## config.mk

```make
export PLATFORM = sky130hd
export DESIGN_NAME = hgp_div
export DESIGN_NICKNAME = d
export VERILOG_FILES = /design/src/hdl/hgp_pkg.sv /design/src/hdl/hgp_div.sv
export SDC_FILE = /design/constraint.sdc
export NUM_CORES = 1
export LEC_CHECK = 0
export ABC_AREA = 0
export ABC_CLOCK_PERIOD_IN_PS = 4300
export BUFFER_PORTS_ARGS = -buffer_cell sky130_fd_sc_hd__clkbuf_2
export CAP_MARGIN = 25
export CORE_MARGIN = 3
export CORE_UTILIZATION = 40
export DETAILED_ROUTE_END_ITERATION = 16
export GPL_TIMING_DRIVEN = 0
export PLACE_DENSITY = 0.53
export SYNTH_ARGS = -nofsm -noshare
export SYNTH_HDL_FRONTEND = slang
export SYNTH_SLANG_ARGS = --single-unit
export TNS_END_PERCENT = 50
```

## constraint.sdc

```tcl
create_clock -name aclk -period 4.3 [get_ports aclk]
set_clock_uncertainty 0.15 [all_clocks]
set_input_delay 0 -clock aclk [delete_from_list [all_inputs] [get_ports aclk]]
set_output_delay 0 -clock aclk [all_outputs]
set_load 0.02 [all_outputs]
```

## src/hdl/hgp_pkg.sv

```systemverilog
package hgp_pkg;

    // config register indexes
    localparam int CFG_IDX_BITS = 2;
    localparam logic [CFG_IDX_BITS-1:0] CFG_WIDTH  = 2'd0;
    localparam logic [CFG_IDX_BITS-1:0] CFG_HEIGHT = 2'd1;

    localparam int QUO_BITS = 8;
    localparam int CHAN_BITS = 8;

    // hue regions across the palette width, left to right
    typedef enum logic [2:0] {
        HUE_RED_GREEN_UP    = 3'd0,
        HUE_GREEN_RED_DOWN  = 3'd1,
        HUE_GREEN_BLUE_UP   = 3'd2,
        HUE_BLUE_GREEN_DOWN = 3'd3,
        HUE_BLUE_RED_UP     = 3'd4,
        HUE_RED_BLUE_DOWN   = 3'd5
    } hue_region_t;

endpackage

```

## src/hdl/hgp_div.sv

```systemverilog
module hgp_div #(
    parameter int NB    = 32,
    parameter int DB    = 25,
    parameter int LANES = 1,
    parameter int PW    = 1
) (
    input  logic                                   aclk,
    input  logic                                   aresetn,
    input  logic                                   in_valid,
    output logic                                   in_ready,
    input  logic [LANES-1:0][NB-1:0]               in_num,
    input  logic [DB-1:0]                          in_den,
    input  logic [PW-1:0]                          in_pay,
    output logic                                   out_valid,
    input  logic                                   out_ready,
    output logic [LANES-1:0][hgp_pkg::QUO_BITS-1:0] out_quo,
    output logic [PW-1:0]                          out_pay
);
    import hgp_pkg::*;

    localparam int QB = QUO_BITS;
    localparam int RW = (NB > DB + QB) ? NB : DB + QB;

    // one quotient bit per stage, MSB first; quotient is known to fit QB bits
    logic [QB-1:0] v_reg;
    logic [QB:0]   adv;
    logic [RW-1:0] rem_reg  [QB][LANES];
    logic [QB-1:0] quo_reg  [QB][LANES];
    logic [DB-1:0] den_reg  [QB];
    logic [PW-1:0] pay_reg  [QB];

    logic [QB-1:0] v_src;
    logic [RW-1:0] rem_src  [QB][LANES];
    logic [QB-1:0] quo_src  [QB][LANES];
    logic [DB-1:0] den_src  [QB];
    logic [PW-1:0] pay_src  [QB];
    logic [RW-1:0] rem_next [QB][LANES];
    logic [QB-1:0] quo_next [QB][LANES];

    always_comb begin
        adv[QB] = out_ready;
        for (int i = QB - 1; i >= 0; i--) begin
            adv[i] = !v_reg[i] || adv[i+1];
        end
    end

    always_comb begin
        logic [RW-1:0] dsh;
        for (int i = 0; i < QB; i++) begin
            if (i == 0) begin
                v_src[i]   = in_valid;
                den_src[i] = in_den;
                pay_src[i] = in_pay;
                for (int l = 0; l < LANES; l++) begin
                    rem_src[i][l] = RW'(in_num[l]);
                    quo_src[i][l] = '0;
                end
            end else begin
                v_src[i]   = v_reg[i-1];
                den_src[i] = den_reg[i-1];
                pay_src[i] = pay_reg[i-1];
                for (int l = 0; l < LANES; l++) begin
                    rem_src[i][l] = rem_reg[i-1][l];
                    quo_src[i][l] = quo_reg[i-1][l];
                end
            end
            dsh = RW'(den_src[i]) << (QB - 1 - i);
            for (int l = 0; l < LANES; l++) begin
                if (rem_src[i][l] >= dsh) begin
                    rem_next[i][l] = rem_src[i][l] - dsh;
                    quo_next[i][l] = quo_src[i][l] | (QB'(1) << (QB - 1 - i));
                end else begin
                    rem_next[i][l] = rem_src[i][l];
                    quo_next[i][l] = quo_src[i][l];
                end
            end
        end
    end

    always_ff @(posedge aclk) begin
        if (!aresetn) begin
            v_reg <= '0;
        end else begin
            for (int i = 0; i < QB; i++) begin
                if (adv[i]) begin
                    v_reg[i] <= v_src[i];
                end
            end
        end
    end

    always_ff @(posedge aclk) begin
        for (int i = 0; i < QB; i++) begin
            if (adv[i]) begin
                den_reg[i] <= den_src[i];
                pay_reg[i] <= pay_src[i];
                for (int l = 0; l < LANES; l++) begin
                    rem_reg[i][l] <= rem_next[i][l];
                    quo_reg[i][l] <= quo_next[i][l];
                end
            end
        end
    end

    assign in_ready  = adv[0];
    assign out_valid = v_reg[QB-1];
    assign out_pay   = pay_reg[QB-1];

    always_comb begin
        for (int l = 0; l < LANES; l++) begin
            out_quo[l] = quo_reg[QB-1][l];
        end
    end

endmodule
```

# --- Word-level counts from Yosys, hierarchy flattened ---
# Memory sizes are Yosys's and may differ from the RTL's.
# Index checks and enable logic that the tools add are counted.
# Widths: inputs -> output; s select.
word_totals:
  ff_bits: 8
  ram_bits: 536
  in_bits: 62
  out_inout_bits: 11
  word_cells: 76
  n_memories: 4
classes:
  add_sub_neg: 8
  order_cmp: 8
  mux: 32
  n_reduce_logical: 16
mem_list:
  columns: ["name", "words", "word_bits", "rd", "rd_clocked_by_memory_dff", "write_ports", "line_no", "source"]
  rows:
  - ["rem_reg", 8, 33, 7, 0, 8, "hgp_div.sv:27", "logic [RW-1:0] rem_reg [QB][LANES];"]
  - ["den_reg", 8, 25, 7, 0, 8, "hgp_div.sv:29", "logic [DB-1:0] den_reg [QB];"]
  - ["quo_reg", 8, 8, 8, 0, 8, "hgp_div.sv:28", "logic [QB-1:0] quo_reg [QB][LANES];"]
  - ["pay_reg", 8, 1, 8, 0, 8, "hgp_div.sv:30", "logic [PW-1:0] pay_reg [QB];"]
ops:
  columns: ["operator", "count"]
  rows:
  - ["$mux 33", 8]
  - ["$ge 33x25->1", 1]
  - ["$ge 33x26->1", 1]
  - ["$ge 33x27->1", 1]
  - ["$ge 33x28->1", 1]
  - ["$ge 33x29->1", 1]
  - ["$ge 33x30->1", 1]
  - ["$ge 33x31->1", 1]
  - ["$sub 32x32->33", 1]
  - ["$sub 33x25->33", 1]
  - ["$sub 33x26->33", 1]
  - ["$sub 33x27->33", 1]
  - ["$sub 33x28->33", 1]
  - ["$sub 33x29->33", 1]
  - ["$sub 33x30->33", 1]
  - ["$sub 33x31->33", 1]
  - ["$ge 32x32->1", 1]
  - ["$mux 1", 17]
  - ["$logic_not 1->1", 8]
  - ["$logic_or 1x1->1", 8]
  - ["$mux 8", 1]
  - ["$mux 7", 1]
  - ["$mux 6", 1]
  - ["$mux 5", 1]
  - ["3 further kinds", 3]

# --- Logic depth before layout (Yosys ltp) ---
logic_depth:
  ltp_word: 11
  mapped_depth: 15
  depth_no_buf: 14

# --- Worst setup path after synthesis ---
# No wires, ideal clock.
synth_timing:
  path_type: "register to register"
  from: "reg v_reg[7]"
  to: "mem den_reg[0][0], enable pin"
  setup_ns: 0.708
  t_arrival_ns: 2.531
  t_required_ns: 3.442
  slack_ns: 0.911
  stages_incl_launch_ff: 7
  n_path_buf: 0
  period_less_slack_ns: 3.389
  path_cell_list: "dfxtp_1 -> nor2b_1 -> and2_1 -> and3_1 -> and3_1 -> and2_1 -> nand2_1"
synth_rtl:
  columns: ["element", "line_no", "source"]
  rows:
  - ["start, declared", "hgp_div.sv:25", "logic [QB-1:0] v_reg;"]
  - ["start signal, assigned by index", "hgp_div.sv:86", "v_reg[i] <= v_src[i];"]
  - ["end, declared", "hgp_div.sv:29", null]

==> flow_summary.json <==
{
  "finalInstanceArea_mm2": 0.0310,
  "critPathMaxFanout": 10,
  "drt_iter0_drc": 789,
  "htreeDepth": 2,
  "antenna_left": 0,
  "grt_max_degree": 50,
  "cap_violations": 0,
  "end_kind": "flip-flop",
  "synth_flop_cell": "edfxtp_1",
  "gp_congestion": 0.881,
  "max_freq_mhz": 245,
  "clock_latency_ns": 0.60,
  "grt_pass1_wl_mm": 98.6,
  "met2WireLength_mm": 31.5,
  "wl_met1_mm": 25.0,
  "synthCells": 2423,
  "root_buffer": "clkbuf_16",
  "synth_xor_area_frac": 0.0544,
  "die_h_um": 264,
  "wl_per_cell_um": 17.4,
  "dieArea_mm2": 0.0695,
  "finalSetupViolations": 0,
  "tns_ns": 0,
  "cts_buffers": 53,
  "p_leak_nw": 13.1,
  "synth-edff-count": 450,
  "slowest_stage": "nor4_1",
  "drc": 0,
  "filler_cell_count": 5896,
  "wl_met3_mm": 1.67,
  "finalMaxSlewViolations": 0,
  "cp_slowest_stage_delay_ns": 0.67,
  "mostFrequentLayoutCells": "450 x edfxtp_1, 248 x inv_1, 200 x ha_1",
  "cp-start-kind": "flip-flop",
  "fin_crit_ns": 4.07,
  "first_global_vias": 19000,
  "yosys.area.top_type": "edfxtp_1",
  "hpwl_mm": 49.6,
  "vdd_drop_max_mv": 0.332,
  "final_common_cell": "edfxtp_1",
  "port_buffers": 72,
  "synth.avg_cell_area_um2": 11.0,
  "place_ws_ns": -0.258,
  "yosysSeqAreaShare": 0.515,
  "crit_type": "flip-flop to flip-flop",
  "routed.top_layer": "met4",
  "cts_tree": "yes",
  "fin_crit_sh": 0.947,
  "placed_cell_area_mm2": 0.0281,
  "initial_utilization": 0.408,
  "p_per_area_mw_per_mm2": 654,
  "antenna_found_initial": 0,
  "setup_ws_ns": 0.226,
  "syn2layout_area_growth_pct": 16.6,
  "synth_compound_area_frac": 0.157,
  "grt_usage": 0.177,
  "std_cell_rows": 93,
  "cp.arrival_ns": 4.25,
  "power_mw": 20.2,
  "synth-simple-area-share": 0.104,
  "ff2ff_setup_slack_ns": 0.23,
  "synthMuxAreaShare": 0.0237,
  "crit_required_ns": 4.47,
  "async_flop_share": 0,
  "synth_area_leaders": "edfxtp_1 51%, ha_1 9.4%, a21oi_1 3.6%, inv_1 3.6%, a21o_1 3.3%",
  "path_clk_slew_ns": 0.06,
  "syn_area_mm2": 0.0265,
  "ys_ff_latch": 458,
  "synth_warnings": 0,
  "cts_sinks": 458,
  "status": "complete, no violations",
  "vias": 18300,
  "drt-total-wl_mm": 61.7,
  "slew-limit-headroom": 0.369,
  "first_pass_iters": 5,
  "path_cells": "ha_1, clkbuf_1, nand4_1, nor4_1, nand4_1, and4b_1, o31ai_1, clkbuf_2, buf_2, a21oi_1",
  "largest_reg_flops": 231,
  "overflow": 0,
  "diodes": 0,
  "synth_top_area_share": 0.509,
  "nets": 2928,
  "cts_buffer_depth": 3,
  "synth_nets": 2692,
  "final-instance-count-excl-fill": 3555,
  "drive_gt1_frac": 0.0937,
  "netlist-cell-type-count": 87,
  "hold_viol": 0,
  "core_area_mm2": 0.0650,
  "die_w_um": 264,
  "synthAdderAreaFrac": 0.0995,
  "worstHoldPathType": "input port to flip-flop",
  "cp_common_cell": "nand4_1",
  "worst_pin_slew_ns": 0.922,
  "via_per_inst": 5.15,
  "dp.cells": 3357,
  "synth_top_family_by_area": "compound AO/OA/AOI/OAI gates",
  "num_io_pins": 73
}
routing by layer:
layer / GRT usage / vias up
met4: 0.0997 / 0
met5: 0 / -
met2: 0.326 / 327
met3: 0.0232 / 144
met1: 0.196 / 8511
li1: - / 9340
area by class of cell:
class	instances	area, um2	area share
sequential	458	13700	0.442
multi-input combinational	1650	11700	0.378
timing repair buffer	181	1520	0.0491
clock buffer	65	1410	0.0456
tap	855	1070	0.0346
inverter	252	946	0.0306
clock inverter	31	358	0.0116
buffer	63	282	0.00909
kinds of logic (layout without fill, tap and decap cells):
family                   after synthesis  count (layout)
adder cells (fa/ha/maj)              207             207
AND/OR/NAND/NOR                      568             568
AO/OA/AOI/OAI                        654             654
flip-flops                           458             458
buffers and inverters                315             592
XOR/XNOR                             165             165
multiplexers                          56              56
worst paths after layout:
kind | startpoint | end | cells after the start
worst max-delay path | rem_reg[1][13] | rem_reg[2][25] | 10
worst min-delay path | in_num[14] | rem_reg[0][14] | 4
worst min register to register | quo_reg[1][6] | quo_reg[1][14] | 0
worst max register to register | rem_reg[1][13] | rem_reg[2][25] | 10
where the power goes:
group | switching, mW | total, mW | internal, mW
sequential | 0.681 | 7.27 | 6.59
combinational | 4.71 | 8.44 | 3.73
clock | 1.78 | 4.53 | 2.75
total | 7.17 | 20.2 | 13.1
repair_timing:
action / 4_1_cts / 5_1_grt
hold buffers: 102 / 0
setup endpoints to repair: 11 / 52
setup buffers: 0 / 0
resized for setup: 3 / 9
endpoints found under the hold margin: 76 / 0
Yosys cell counts (19+ instances only):
cell / count
xor2_1: 66
nand2_1: 161
a31oi_1: 19
nor2b_1: 34
edfxtp_1: 450
nor3_1: 27
nand4_1: 38
a21oi_1: 193
inv_1: 252
o21ai_0: 138
a21o_1: 117
a211oi_1: 20
o21a_1: 30
o21bai_1: 20
nand3_1: 40
nand2b_1: 29
xnor2_1: 99
mux2_2: 36
ha_1: 200
clkbuf_1: 41
nor2_1: 153
worst max-delay path: cells and delay by family (launching register included):
kind / cells / cell delay [ns]
buf+inv: 3 / 1.03
simple gates: 4 / 1.62
compound gates: 2 / 0.26
flops: 1 / 0.41
fa+ha+maj: 1 / 0.29
metrics by stage:
step / hold WS, ns / utilization
4_1_cts: 0.0521 / 0.475
3_3_place_gp: 0.0335 / 0.430
6_report: 0.103 / 0.476
3_5_place_dp: 0.0418 / 0.432
5_1_grt: 0.0837 / 0.476
2_1_floorplan: -0.0511 / -
Note: power is estimated with default switching activity, not from simulation.
